## config.mk

```make
export PLATFORM = sky130hd
export DESIGN_NAME = thermistor_lookup_overtemp_guard_unit_flat
export DESIGN_NICKNAME = d
export VERILOG_FILES = /design/src/rtl/tlog_pkg.sv /design/src/rtl/tlog_stream_if.sv /design/src/rtl/tlog_lookup.sv /design/src/rtl/tlog_guard.sv /design/src/rtl/thermistor_lookup_overtemp_guard_unit.sv /design/src/flat_wrapper.sv
export SDC_FILE = /design/constraint.sdc
export NUM_CORES = 1
export LEC_CHECK = 0
export ABC_AREA = 1
export BUFFER_PORTS_ARGS = -buffer_cell sky130_fd_sc_hd__buf_2
export CAP_MARGIN = 20
export CORE_MARGIN = 2
export CORE_UTILIZATION = 33
export CTS_BUF_LIST = sky130_fd_sc_hd__clkbuf_8
export DETAILED_ROUTE_END_ITERATION = 16
export SLEW_MARGIN = 20
export SYNTH_ARGS = -nofsm -noshare
export SYNTH_HDL_FRONTEND = slang
export SYNTH_SLANG_ARGS = --single-unit
```

## constraint.sdc

```tcl
create_clock -name clk -period 4.6 [get_ports clk]
set_input_delay 0.92 -clock clk [delete_from_list [all_inputs] [get_ports clk]]
set_output_delay 0.92 -clock clk [all_outputs]
set_load 0.03 [all_outputs]
```

## src/rtl/tlog_pkg.sv

```systemverilog
// package for the thermistor lookup over-temperature guard
// holds the adc threshold table, vdrop offset table and shared types
// no dependencies
package tlog_pkg;

    localparam int StoredEntries = 152;
    localparam int TableEntriesDefault = 152;
    localparam int AdcWidth = 10;
    localparam int CelsiusBase = -30;
    localparam int VdropBias = 66;
    localparam int FahrMul = 9;
    localparam int FahrDiv = 5;
    localparam int FahrOfs = 32;
    localparam int CfgIdxWidth = 2;
    localparam int CfgDataWidth = 8;

    typedef enum logic [CfgIdxWidth-1:0] {
        CFG_HOT_ON   = 2'd0,
        CFG_HOT_OFF  = 2'd1,
        CFG_DEBOUNCE = 2'd2
    } cfg_idx_t;

    // word queued between lookup front and guard back
    typedef struct packed {
        logic signed [7:0] celsius;
        logic signed [8:0] fahrenheit;
        logic [6:0]        vdrop;
    } lookup_word_t;

    function automatic logic [9:0] adc_threshold(input int idx);
        logic [9:0] t;
        case (idx)
            0: t = 10'd1000; 1: t = 10'd997; 2: t = 10'd994; 3: t = 10'd991;
            4: t = 10'd987; 5: t = 10'd984; 6: t = 10'd981; 7: t = 10'd977;
            8: t = 10'd974; 9: t = 10'd971; 10: t = 10'd967; 11: t = 10'd963;
            12: t = 10'd957; 13: t = 10'd952; 14: t = 10'd947; 15: t = 10'd941;
            16: t = 10'd936; 17: t = 10'd931; 18: t = 10'd925; 19: t = 10'd920;
            20: t = 10'd915; 21: t = 10'd909; 22: t = 10'd904; 23: t = 10'd898;
            24: t = 10'd892; 25: t = 10'd887; 26: t = 10'd881; 27: t = 10'd875;
            28: t = 10'd869; 29: t = 10'd864; 30: t = 10'd858; 31: t = 10'd852;
            32: t = 10'd845; 33: t = 10'd836; 34: t = 10'd828; 35: t = 10'd819;
            36: t = 10'd810; 37: t = 10'd801; 38: t = 10'd792; 39: t = 10'd784;
            40: t = 10'd775; 41: t = 10'd766; 42: t = 10'd756; 43: t = 10'd746;
            44: t = 10'd736; 45: t = 10'd726; 46: t = 10'd716; 47: t = 10'd706;
            48: t = 10'd691; 49: t = 10'd685; 50: t = 10'd675; 51: t = 10'd665;
            52: t = 10'd654; 53: t = 10'd644; 54: t = 10'd634; 55: t = 10'd623;
            56: t = 10'd613; 57: t = 10'd602; 58: t = 10'd592; 59: t = 10'd577;
            60: t = 10'd572; 61: t = 10'd562; 62: t = 10'd552; 63: t = 10'd542;
            64: t = 10'd533; 65: t = 10'd523; 66: t = 10'd513; 67: t = 10'd503;
            68: t = 10'd493; 69: t = 10'd483; 70: t = 10'd472; 71: t = 10'd462;
            72: t = 10'd451; 73: t = 10'd440; 74: t = 10'd430; 75: t = 10'd419;
            76: t = 10'd408; 77: t = 10'd398; 78: t = 10'd387; 79: t = 10'd382;
            80: t = 10'd369; 81: t = 10'd360; 82: t = 10'd352; 83: t = 10'd343;
            84: t = 10'd334; 85: t = 10'd326; 86: t = 10'd317; 87: t = 10'd309;
            88: t = 10'd300; 89: t = 10'd292; 90: t = 10'd283; 91: t = 10'd274;
            92: t = 10'd266; 93: t = 10'd257; 94: t = 10'd249; 95: t = 10'd241;
            96: t = 10'd235; 97: t = 10'd229; 98: t = 10'd223; 99: t = 10'd217;
            100: t = 10'd208; 101: t = 10'd205; 102: t = 10'd200; 103: t = 10'd196;
            104: t = 10'd191; 105: t = 10'd184; 106: t = 10'd181; 107: t = 10'd176;
            108: t = 10'd172; 109: t = 10'd167; 110: t = 10'd162; 111: t = 10'd158;
            112: t = 10'd154; 113: t = 10'd150; 114: t = 10'd146; 115: t = 10'd142;
            116: t = 10'd138; 117: t = 10'd134; 118: t = 10'd131; 119: t = 10'd127;
            120: t = 10'd122; 121: t = 10'd120; 122: t = 10'd117; 123: t = 10'd115;
            124: t = 10'd112; 125: t = 10'd108; 126: t = 10'd106; 127: t = 10'd103;
            128: t = 10'd101; 129: t = 10'd98; 130: t = 10'd95; 131: t = 10'd92;
            132: t = 10'd89; 133: t = 10'd87; 134: t = 10'd84; 135: t = 10'd81;
            136: t = 10'd79; 137: t = 10'd77; 138: t = 10'd75; 139: t = 10'd73;
            140: t = 10'd71; 141: t = 10'd69; 142: t = 10'd67; 143: t = 10'd65;
            144: t = 10'd63; 145: t = 10'd61; 146: t = 10'd59; 147: t = 10'd57;
            148: t = 10'd55; 149: t = 10'd53; 150: t = 10'd51; 151: t = 10'd49;
            default: t = 10'd0;
        endcase
        return t;
    endfunction

    function automatic logic signed [7:0] vdrop_offset(input int idx);
        logic signed [7:0] v;
        case (idx)
            0, 1: v = 8'sd28; 2: v = 8'sd27; 3, 4: v = 8'sd26; 5: v = 8'sd25;
            6, 7: v = 8'sd24; 8, 9: v = 8'sd23; 10: v = 8'sd22; 11, 12: v = 8'sd21;
            13: v = 8'sd20; 14, 15: v = 8'sd19; 16, 17: v = 8'sd18; 18: v = 8'sd17;
            19, 20: v = 8'sd16; 21: v = 8'sd15; 22, 23: v = 8'sd14;
            24, 25: v = 8'sd13; 26: v = 8'sd12; 27, 28: v = 8'sd11;
            29, 30: v = 8'sd10; 31: v = 8'sd9; 32, 33: v = 8'sd8; 34: v = 8'sd7;
            35: v = 8'sd6; 36: v = 8'sd5; 37: v = 8'sd4; 38, 39: v = 8'sd3;
            40, 41: v = 8'sd2; 42, 43: v = 8'sd1; 44: v = 8'sd0;
            45: v = -8'sd1; 46: v = -8'sd2; 47: v = -8'sd3; 48: v = -8'sd4;
            49: v = -8'sd5; 50: v = -8'sd6; 51: v = -8'sd7; 52: v = -8'sd8;
            53: v = -8'sd9; 54: v = -8'sd10; 55: v = -8'sd11;
            56, 57, 58: v = -8'sd12; 59, 60, 61: v = -8'sd13;
            62, 63, 64: v = -8'sd14; 65, 66, 67: v = -8'sd15;
            68, 69, 70, 71: v = -8'sd16; 72, 73: v = -8'sd17; 74, 75: v = -8'sd18;
            76: v = -8'sd19; 77, 78: v = -8'sd20; 79: v = -8'sd21;
            80, 81: v = -8'sd22; 82, 83: v = -8'sd23; 84: v = -8'sd24;
            85, 86: v = -8'sd25; 87, 88: v = -8'sd30; 89: v = -8'sd31;
            90, 91: v = -8'sd32; 92: v = -8'sd33; 93, 94: v = -8'sd34;
            95, 96: v = -8'sd35; 97: v = -8'sd36; 98, 99: v = -8'sd37;
            100: v = -8'sd38; 101: v = -8'sd39; 102: v = -8'sd29;
            103, 104: v = -8'sd40; 105: v = -8'sd41; 106, 107: v = -8'sd42;
            108: v = -8'sd43; 109, 110: v = -8'sd44; 111, 112: v = -8'sd45;
            113: v = -8'sd46; 114, 115: v = -8'sd47; 116, 117: v = -8'sd48;
            118: v = -8'sd49; 119, 120: v = -8'sd50; 121: v = -8'sd51;
            122, 123: v = -8'sd52; 124, 125: v = -8'sd53; 126: v = -8'sd54;
            127, 128: v = -8'sd55;
            default: v = -8'sd56;
        endcase
        return v;
    endfunction

endpackage

```

## src/rtl/tlog_stream_if.sv

```systemverilog
// valid/ready stream interface carrying a parameterized payload
// depends on nothing
interface tlog_stream_if #(
    parameter int Width = 10
);
    logic             valid;
    logic             ready;
    logic [Width-1:0] data;

    modport source (output valid, output data, input ready);
    modport sink (input valid, input data, output ready);
endinterface

```

## src/rtl/tlog_lookup.sv

```systemverilog
// front part: table priority decode and unit conversion into a result queue
// depends on tlog_pkg
module tlog_lookup #(
    parameter int TableEntries = tlog_pkg::TableEntriesDefault
) (
    input  logic                  clk,
    input  logic                  rst_n,
    input  logic                  in_valid,
    output logic                  in_ready,
    input  logic [9:0]            adc_sample,
    output logic                  q_valid,
    input  logic                  q_ready,
    output tlog_pkg::lookup_word_t q_word
);
    localparam int N = (TableEntries > tlog_pkg::StoredEntries) ?
                       tlog_pkg::StoredEntries : TableEntries;
    localparam int IdxW = $clog2(tlog_pkg::StoredEntries);

    logic [IdxW-1:0] idx;
    logic signed [9:0] cel_w;
    logic signed [13:0] c9;
    logic signed [13:0] mag;
    logic [13:0] quo;
    logic signed [9:0] fah_w;
    logic signed [8:0] vd_w;
    tlog_pkg::lookup_word_t word_in;

    // two-entry queue
    tlog_pkg::lookup_word_t buf_reg [2];
    logic [1:0] cnt_reg, cnt_next;
    logic       rd_reg, rd_next;
    logic       wr_reg, wr_next;
    logic       push, pop;

    // priority decode, first match wins
    always_comb
    begin
        idx = IdxW'(N - 1);
        for (int i = N - 2; i >= 0; i--)
        begin
            if (adc_sample >= tlog_pkg::adc_threshold(i))
            begin
                idx = IdxW'(i);
            end
        end
    end

    // divide by 5 toward zero on the magnitude: (m*3277)>>14 exact for any 14-bit m
    always_comb
    begin
        cel_w = 10'(signed'({2'b00, idx})) + 10'(tlog_pkg::CelsiusBase);
        c9 = 14'(cel_w) * 14'(tlog_pkg::FahrMul);
        mag = c9[13] ? -c9 : c9;
        quo = 14'((24'(mag) * 24'd3277) >> 14);
        fah_w = c9[13] ? -10'(quo) : 10'(quo);
        fah_w = fah_w + 10'(tlog_pkg::FahrOfs);
        vd_w = 9'(tlog_pkg::vdrop_offset(int'(idx))) + 9'(tlog_pkg::VdropBias);
        word_in.celsius = cel_w[7:0];
        word_in.fahrenheit = fah_w[8:0];
        word_in.vdrop = vd_w[6:0];
    end

    assign in_ready = (cnt_reg != 2'd2);
    assign push = in_valid && in_ready;
    assign q_valid = (cnt_reg != 2'd0);
    assign pop = q_valid && q_ready;
    assign q_word = buf_reg[rd_reg];

    always_comb
    begin
        cnt_next = cnt_reg + 2'(push) - 2'(pop);
        rd_next = pop ? ~rd_reg : rd_reg;
        wr_next = push ? ~wr_reg : wr_reg;
    end

    always_ff @(posedge clk or negedge rst_n)
    begin
        if (!rst_n)
        begin
            cnt_reg <= '0;
            rd_reg <= 1'b0;
            wr_reg <= 1'b0;
        end
        else
        begin
            cnt_reg <= cnt_next;
            rd_reg <= rd_next;
            wr_reg <= wr_next;
        end
    end

    always_ff @(posedge clk)
    begin
        if (push)
        begin
            buf_reg[wr_reg] <= word_in;
        end
    end

    a_cnt_bound: assert property (@(posedge clk) disable iff (!rst_n)
        cnt_reg != 2'd3) else $error("queue count overflow");
    a_full_stall: assert property (@(posedge clk) disable iff (!rst_n)
        cnt_reg == 2'd2 |-> !in_ready) else $error("accept while full");
    a_ptr_sync: assert property (@(posedge clk) disable iff (!rst_n)
        (cnt_reg == 2'd0 || cnt_reg == 2'd2) |-> rd_reg == wr_reg)
        else $error("queue pointers out of step");
endmodule

```

## src/rtl/tlog_guard.sv

```systemverilog
// back part: debounced over-temperature flag, fault latch and output register
// depends on tlog_pkg
module tlog_guard (
    input  logic                  clk,
    input  logic                  rst_n,
    input  logic                  cfg_we,
    input  logic [1:0]            cfg_index,
    input  logic [7:0]            cfg_data,
    input  logic                  q_valid,
    output logic                  q_ready,
    input  tlog_pkg::lookup_word_t q_word,
    output logic                  out_valid,
    input  logic                  out_ready,
    output logic [7:0]            temp_celsius,
    output logic [8:0]            temp_fahrenheit,
    output logic [6:0]            vdrop_correction,
    output logic                  over_temp,
    output logic                  fault_raise,
    output logic                  fault_clear
);
    logic signed [7:0] hot_on_reg, hot_off_reg;
    logic [7:0] limit_reg;
    logic       flag_reg, flag_next, latch_reg, latch_next;
    logic [7:0] on_reg, on_next, off_reg, off_next;
    logic       valid_reg;
    logic       take, raise_w, clear_w;
    logic signed [7:0] c;

    assign q_ready = !valid_reg || out_ready;
    assign take = q_valid && q_ready;
    assign c = q_word.celsius;
    assign out_valid = valid_reg;

    always_comb
    begin
        flag_next = flag_reg;
        on_next = on_reg;
        off_next = off_reg;
        // set step before clear step
        if (c >= hot_on_reg && !flag_next)
        begin
            on_next = on_reg + 8'd1;
            if (on_reg >= limit_reg)
            begin
                flag_next = 1'b1;
                off_next = '0;
            end
        end
        if (flag_next && c <= hot_off_reg)
        begin
            off_next = off_next + 8'd1;
            if (off_next - 8'd1 >= limit_reg)
            begin
                flag_next = 1'b0;
                on_next = '0;
            end
        end
        raise_w = flag_next && !latch_reg;
        clear_w = !flag_next;
        latch_next = flag_next;
    end

    always_ff @(posedge clk or negedge rst_n)
    begin
        if (!rst_n)
        begin
            hot_on_reg <= 8'sd85;
            hot_off_reg <= 8'sd75;
            limit_reg <= 8'd10;
            flag_reg <= 1'b0;
            latch_reg <= 1'b0;
            on_reg <= '0;
            off_reg <= '0;
            valid_reg <= 1'b0;
        end
        else
        begin
            if (cfg_we)
            begin
                case (cfg_index)
                    tlog_pkg::CFG_HOT_ON: hot_on_reg <= cfg_data;
                    tlog_pkg::CFG_HOT_OFF: hot_off_reg <= cfg_data;
                    tlog_pkg::CFG_DEBOUNCE: limit_reg <= cfg_data;
                    default: ;
                endcase
            end
            if (take)
            begin
                flag_reg <= flag_next;
                latch_reg <= latch_next;
                on_reg <= on_next;
                off_reg <= off_next;
                valid_reg <= 1'b1;
            end
            else if (out_ready)
            begin
                valid_reg <= 1'b0;
            end
        end
    end

    always_ff @(posedge clk)
    begin
        if (take)
        begin
            temp_celsius <= q_word.celsius;
            temp_fahrenheit <= q_word.fahrenheit;
            vdrop_correction <= q_word.vdrop;
            over_temp <= flag_next;
            fault_raise <= raise_w;
            fault_clear <= clear_w;
        end
    end

    a_latch_follows: assert property (@(posedge clk) disable iff (!rst_n)
        latch_reg == flag_reg) else $error("fault latch diverged from flag");
    a_raise_excl: assert property (@(posedge clk) disable iff (!rst_n)
        valid_reg |-> !(fault_raise && fault_clear)) else $error("raise and clear");
    a_raise_edge: assert property (@(posedge clk) disable iff (!rst_n)
        take && raise_w |=> flag_reg && !$past(flag_reg)) else $error("raise not edge");
endmodule

```

## src/rtl/thermistor_lookup_overtemp_guard_unit.sv

```systemverilog
// top level of the thermistor lookup over-temperature guard
// depends on tlog_pkg, tlog_stream_if, tlog_lookup, tlog_guard
//
// one adc word in, one result word out per accepted sample, one word per
// cycle sustained while result_out stays ready; the front decodes the
// constant threshold table and converts units in the accept cycle into a
// two-word queue, the back updates the debounce counters and fault latch
// and holds the result in an output register, so an accepted sample passes
// the queue and then the output register before output valid rises.
// configuration registers take effect on the next sample processed by the
// back and should only be written while idle
module thermistor_lookup_overtemp_guard_unit #(
    parameter int TableEntries = tlog_pkg::TableEntriesDefault
) (
    input  logic       clk,
    input  logic       rst_n,
    input  logic       cfg_we,
    input  logic [1:0] cfg_index,
    input  logic [7:0] cfg_data,
    tlog_stream_if.sink   sample_in,
    tlog_stream_if.source result_out
);
    logic                   q_valid, q_ready;
    tlog_pkg::lookup_word_t q_word;

    // result word packing: celsius, fahrenheit, vdrop, flag, raise, clear
    logic [7:0] celsius;
    logic [8:0] fahrenheit;
    logic [6:0] vdrop;
    logic       ot, fr, fc;

    tlog_lookup #(.TableEntries(TableEntries)) u_lookup (
        .clk        (clk),
        .rst_n      (rst_n),
        .in_valid   (sample_in.valid),
        .in_ready   (sample_in.ready),
        .adc_sample (sample_in.data[9:0]),
        .q_valid    (q_valid),
        .q_ready    (q_ready),
        .q_word     (q_word)
    );

    tlog_guard u_guard (
        .clk              (clk),
        .rst_n            (rst_n),
        .cfg_we           (cfg_we),
        .cfg_index        (cfg_index),
        .cfg_data         (cfg_data),
        .q_valid          (q_valid),
        .q_ready          (q_ready),
        .q_word           (q_word),
        .out_valid        (result_out.valid),
        .out_ready        (result_out.ready),
        .temp_celsius     (celsius),
        .temp_fahrenheit  (fahrenheit),
        .vdrop_correction (vdrop),
        .over_temp        (ot),
        .fault_raise      (fr),
        .fault_clear      (fc)
    );

    assign result_out.data = {fc, fr, ot, vdrop, fahrenheit, celsius};
endmodule

```

## src/flat_wrapper.sv

```systemverilog
// flat-port wrapper written by rule: the top's interface ports become plain ports
module thermistor_lookup_overtemp_guard_unit_flat 
#(
    parameter int TableEntries = tlog_pkg::TableEntriesDefault
)
  (clk, rst_n, cfg_we, cfg_index, cfg_data, sample_in_valid, sample_in_data, sample_in_ready, result_out_valid, result_out_data, result_out_ready);
  tlog_stream_if #(.Width(10)) sample_in_i ();
  tlog_stream_if #(.Width((27))) result_out_i ();
  input  logic clk;
  input  logic rst_n;
  input  logic cfg_we;
  input  logic [1:0] cfg_index;
  input  logic [7:0] cfg_data;
  input wire logic [$bits(sample_in_i.valid)-1:0] sample_in_valid;
  input wire logic [$bits(sample_in_i.data)-1:0] sample_in_data;
  output wire logic [$bits(sample_in_i.ready)-1:0] sample_in_ready;
  output wire logic [$bits(result_out_i.valid)-1:0] result_out_valid;
  output wire logic [$bits(result_out_i.data)-1:0] result_out_data;
  input wire logic [$bits(result_out_i.ready)-1:0] result_out_ready;
  assign sample_in_i.valid = sample_in_valid;
  assign sample_in_i.data = sample_in_data;
  assign sample_in_ready = sample_in_i.ready;
  assign result_out_valid = result_out_i.valid;
  assign result_out_data = result_out_i.data;
  assign result_out_i.ready = result_out_ready;
  thermistor_lookup_overtemp_guard_unit #(.TableEntries(TableEntries)) u_core (.clk(clk), .rst_n(rst_n), .cfg_we(cfg_we), .cfg_index(cfg_index), .cfg_data(cfg_data), .sample_in(sample_in_i), .result_out(result_out_i));
endmodule
```

### Yosys cells after proc, flatten, opt, wreduce, memory -nomap -nowiden

Memories as Yosys holds them, arrays and structs flattened.
Index checks and enable logic that the tools add are counted.

* add/sub/neg operators: 10
* multiply operators: 2
* magnitude comparators: 155
* equality and inequality tests: 3
* mux-type cells: 167
* bitwise operators: 2
* reduce and logical (&&, ||, !) cells: 15

Operators with widths (number)
* 8-bit 2-to-1 mux: 154
* 10-bit >= comparator (second input constant): 67
* 10-bit by 9-bit >= comparator with 1-bit output (second input constant): 27
* 10-bit by 7-bit >= comparator with 1-bit output (second input constant): 25
* 10-bit by 8-bit >= comparator with 1-bit output (second input constant): 25
* 10-bit by 6-bit >= comparator with 1-bit output (second input constant): 7
* 8-bit >= comparator: 3
* 14-bit by 13-bit multiplier with 23-bit output (second input constant): 1
* 8-bit by 1-bit adder with 8-bit output (second input constant): 2
* 10-bit by 5-bit multiplier with 14-bit output (second input constant): 1
* 14-bit 2-to-1 mux: 1
* 14-bit negator: 1
* 9-bit by 6-bit adder with 10-bit output (second input constant): 1
* 9-bit by 7-bit adder with 9-bit output (second input constant): 1
* 1-bit 2-to-1 mux: 9
* 9-bit 2-to-1 mux: 1
* 9-bit negator: 1
* 8-bit less-or-equal comparator: 1
* 8-bit by 1-bit subtractor with 8-bit output (second input constant): 1
* 7-bit adder (second input constant): 1
* 2-bit AND reduction: 3
* 1-bit logical AND: 5
* 2-bit 2-to-1 mux: 2
* 2-bit nonzero test: 2
* other kinds (9): 12

* register bits: 73
* RAM bits: 48
* memory bits (read-only): 2048
* logic and storage cells: 372
* memories: 2

Memories
* (name not given): depth 256, bits a word 8, read ports 1, clocked after memory_dff 0, wr ports 0, RTL line tlog_pkg.sv:78 `case (idx)`
* u_core.u_lookup.buf_reg: depth 2, bits a word 24, read ports 1, clocked after memory_dff 0, wr ports 1, RTL line tlog_lookup.sv:29 `tlog_pkg::lookup_word_t buf_reg [2];`

### Longest topological paths before layout

* word-level depth: 160
* depth in mapped cells: 177
* gate-level depth less buffers: 176

### Hierarchy

Synthesis repeated with hierarchy kept, for this count alone.

* cell total of the unflattened synthesis: 1916
* area total of the unflattened synthesis: 13467.9 µm²

By module, submodules not included
* tlog_lookup: instances 1, cells each 1478, area an instance 9574.2 µm², seq. area each 1541.5 µm²
* tlog_guard: instances 1, cells each 435, area an instance 3871.2 µm², seq. area each 1874.3 µm²
* thermistor_lookup_overtemp_guard_unit: instances 1, cells each 3, area an instance 22.5 µm², seq. area each 0.0 µm²

### Worst setup path before layout

Ideal clock, no wire load.

* path type: input port to flip-flop
* from: in sample_in_data[4]
* to: mem u_core.u_lookup.buf_reg[0][14] (netlist bit) (data pin)
* library setup time: 261 ps
* arrival: 14102 ps
* required time: 4339 ps
* slack: -9763 ps
* stages: 167
* path buffers: 2
* cells stage by stage: buf_4 nor2_4 inv_2 nor2_4 nand2_2 a21oi_1 nand2_1 nand2_1 nand2_1 nand2_1 nand2_1 nand2_1 nand2_1 nand2_1 nand2_1 nand2_1 nand2_1 nand2_1 [131 not listed] fa_1 inv_1 ha_1 nand2_1 nor4_1 nand2_1 nand2_1 nand2_1 nand2_1 nand2_1 nor2_1 nand3_1 nand2_1 nand2_1 nand2_1 inv_2 ha_1 xor2_1

* word-level cells in the longest chain between the ends: 160
* elaborated cells between the ends (all ways): 310

Ends and longest elaborated chain
* start, declared: RTL line flat_wrapper.sv:15 `input wire logic [$bits(sample_in_i.data)-1:0] sample_in_data;`
* 10-bit by 6-bit >= comparator with 1-bit output: RTL line tlog_lookup.sv:41 `if (adc_sample >= tlog_pkg::adc_threshold(i))`
* 1-bit 2-to-1 mux: RTL line tlog_lookup.sv:41
* 2-bit 2-to-1 mux (2 in series): RTL line tlog_lookup.sv:41
* 8-bit 2-to-1 mux (147 in series): RTL line tlog_lookup.sv:41
* 8-bit 2-to-1 mux *: RTL line tlog_lookup.sv:41
* 9-bit by 6-bit adder with 10-bit output *: RTL line tlog_lookup.sv:51 `cel_w = 10'(signed'({2'b00, idx})) + 10'(tlog_pkg::CelsiusBase);`
* 10-bit by 5-bit multiplier with 14-bit output *: RTL line tlog_lookup.sv:52 `c9 = 14'(cel_w) * 14'(tlog_pkg::FahrMul);`
* via u_core.u_lookup.c9[0]: RTL line tlog_lookup.sv:21 `logic signed [13:0] c9;`
* 14-bit negator: RTL line tlog_lookup.sv:53 `mag = c9[13] ? -c9 : c9;`
* 14-bit 2-to-1 mux *: RTL line tlog_lookup.sv:53
* 14-bit by 13-bit multiplier with 23-bit output *: RTL line tlog_lookup.sv:54 `quo = 14'((24'(mag) * 24'd3277) >> 14);`
* 9-bit negator: RTL line tlog_lookup.sv:55 `fah_w = c9[13] ? -10'(quo) : 10'(quo);`
* 9-bit 2-to-1 mux *: RTL line tlog_lookup.sv:55
* 9-bit by 7-bit adder with 9-bit output *: RTL line tlog_lookup.sv:56 `fah_w = fah_w + 10'(tlog_pkg::FahrOfs);`
* via u_core.u_lookup.fah_w[7]: RTL line tlog_lookup.sv:24 `logic signed [9:0] fah_w;`
* end, declared: RTL line tlog_lookup.sv:29

Mark *: on every way through the listed nets, which the timed path passes. The rest lies on a longest branch.

### Final worst setup path

* from: in sample_in_data[3]
* to: mem u_core.u_lookup.buf_reg[1][14] (netlist bit) (data pin)

Same word-level chain as after synthesis.

==> flow_summary.json <==
{
  "outcome": "complete, but fails checks",
  "violations": "negative setup slack",
  "cts_hold_buf": 0,
  "hold_viol_final": 0,
  "synth-simple-area-share": 0.237,
  "start_util": 0.335,
  "final_common_cell": "buf_4",
  "hpwlAfterDp_um": 35400,
  "drive_above_1_share": 0.390,
  "grt_start_max_net_pins": 47,
  "drt-wirelength-per-cell_um": 15.2,
  "fillCellCount": 3697,
  "cp-endpoint": "u_core.u_lookup.buf_reg[1][14]",
  "row_count": 73,
  "drv_cap": 0,
  "cts_tree": "built",
  "antenna_found_initial": 0,
  "cp_data_required_time_ns": 4.81,
  "finalNetCount": 2612,
  "synth-compound-area-share": 0.159,
  "period_minus_slack_ns": 13.97,
  "cts_root_buffer": "clkbuf_8",
  "clock_skew_ns": 0.0109,
  "grt_setup_unrepaired": "yes",
  "num_vias": 14200,
  "synthesis.area_um2": 13300,
  "firstDrtPassIters": 6,
  "io_pins": 54,
  "multi_input_area_um2": 10000,
  "synthMuxAreaShare": 0.00150,
  "synth_seq_area_share": 0.256,
  "gp_congestion": 1.04,
  "largest_reg_flops": 48,
  "syn_inst": 1863,
  "ant_nets": 0,
  "antenna_cells": 0,
  "drtIter0Drc": 1055,
  "ctsHtreeMaxLevel": 4,
  "ys.flop_type": "edfxtp_1",
  "grt-ovfl-total": 0,
  "tightestPinTransition_ns": 0.758,
  "min_path_type": "in2async",
  "final_cell_mix": "buf_4 (487), nand2_1 (435), inv_1 (269), a21oi_1 (117), o21ai_0 (116)",
  "grt_pass1_vias": 14200,
  "wl_um": 44800,
  "clk_pin_slew_worst_paths_ns": 0.08,
  "synth_top_family_by_area": "simple AND/OR/NAND/NOR gates",
  "async_flop_share": 0.380,
  "ys_types": 65,
  "drv_slew": 0,
  "r2r_slack_ns": -0.20,
  "worst_slack_ns": -9.37,
  "critical_path_arrival_ns": 14.17,
  "setup.worst_path.start": "sample_in_data[3]",
  "period_share": 3.04,
  "startpoint_type": "primary input",
  "clockBufferDepth": 2,
  "syn_avg_cell_area_um2": 7.16,
  "r2r_start": "u_core.u_guard.limit_reg[1]",
  "portBuffers": 53,
  "finalSetupViolations": 60,
  "crit_slowest_cell": "fa_1",
  "die_area_um2": 42000,
  "fin_util": 0.506,
  "synth-warning-count": 0,
  "seq_area_um2": 3420,
  "synthToLayoutAreaGrowth_pct": 51.2,
  "drt-vias-per-instance": 4.81,
  "synthAdderAreaFrac": 0.195,
  "cts_buffers": 17,
  "syn_nets": 2066,
  "reg2reg_depth": 31,
  "r2r_end": "u_core.u_guard.fault_clear",
  "coreArea_um2": 39800,
  "cts.sinks": 121,
  "critical_path_class": "in2reg",
  "die_y_um": 205,
  "ys_seq_elements": 121,
  "crit_top_cell": "nand2_1",
  "fmax_mhz": 71.6,
  "grt_pass1_wl_um": 71800,
  "track_usage": 0.214,
  "synth-xor-area-share": 0.0367,
  "end_kind": "flop",
  "cp_max_fo": 6,
  "synth_edf_count": 75,
  "relSlewSlack": 0.492,
  "clk_latency_ns": 0.46,
  "slowest_delay_ns": 0.52,
  "drc": 0,
  "die_w_um": 205
}
how the worst min path moves through the flow:
stage	slack [ns]	cells past startpoint	end
floorplan	0.45	2	u_core.u_guard.hot_off_reg[2]
global placement	0.47	2	u_core.u_guard.limit_reg[7]
detailed placement	0.47	2	u_core.u_guard.limit_reg[7]
CTS	0.49	2	u_core.u_guard.limit_reg[7]
global route	0.49	1	u_core.u_guard.off_reg[6]
finish	0.46	1	u_core.u_guard.off_reg[6]
metrics by stage:
stage	setup slack (ns)	hold slack (ns)	setup TNS [ns]	cell area, um2	cells
global route	-10.95	0.486	-345.73	20200	2947
floorplan	-9.20	0.453	-250.81	13800	1863
CTS	-9.17	0.494	-275.71	19400	2924
global placement	-10.27	0.472	-312.98	17900	2854
detailed placement	-10.35	0.474	-312.30	17900	2854
finish	-9.37	0.459	-280.72	20200	2947
worst max-delay path, delay by kind of cell:
| family | cells | cell delay (ns) |
|---|---|---|
| buf+inv | 12 | 0.97 |
| xor+xnor | 3 | 0.61 |
| compound gates | 7 | 0.87 |
| simple gates | 136 | 7.77 |
| fa+ha+maj | 10 | 2.91 |
cell type report:
type,instances,share of cell area
Clock buffer,17,0.0116
Timing Repair Buffer,567,0.216
Sequential cell,121,0.169
Inverter,336,0.0641
Clock inverter,15,0.00937
Tap cell,525,0.0326
Multi-Input combinational cell,1366,0.497
synth_stat cells, drive strengths merged (3+ instances only):
cell	count	area (um2)
nor3b	5	37.5
nor3	21	105
buf	18	164
xor2	37	324
nand2	503	1950
ha	128	1600
o21ai	155	791
o211ai	13	97.6
edfxtp	75	2250
nor4	4	25.0
o311ai	3	26.3
a211oi	6	45.0
nand3	48	268
o21a	7	52.6
nand4	8	50.1
a31oi	13	81.3
dfstp	10	263
a21o	3	22.5
nor2	155	648
clkbuf	21	88.8
or2	6	37.5
a21boi	13	97.6
dfrtp	36	901
a21oi	136	688
o31ai	5	37.5
fa	50	1000
clkinv	3	11.3
inv	333	1250
xnor2	18	165
o21bai	6	45.0
layer usage:
layer  wire, um  part of all wire  vias up  track usage
li1           -                 -     7095            -
met1      19700              0.44     6660        0.273
met2      22000              0.49      330        0.377
met3       1940             0.043       80       0.0224
met4       1170             0.026        0       0.0701
met5          0                 0        -            0
kinds of logic after synthesis:
logic type,after synthesis
AOI/OAI and AO/OA,375
xor gates and xnor gates,55
adders and majority gates,178
buffers and inverters,376
DFF,121
muxes,2
and+or+nand+nor,756
repair_timing:
| item | in CTS | in global routing |
|---|---|---|
| pin swaps | 100 | 93 |
| endpoints found under the setup margin | 60 | 60 |
| buffers inserted | 40 | 25 |
| gates resized for setup | 190 | 163 |
Power is left out: the tool's default activity adds up to more than one toggle a clock period on the data nets, which glitch-free logic cannot reach.
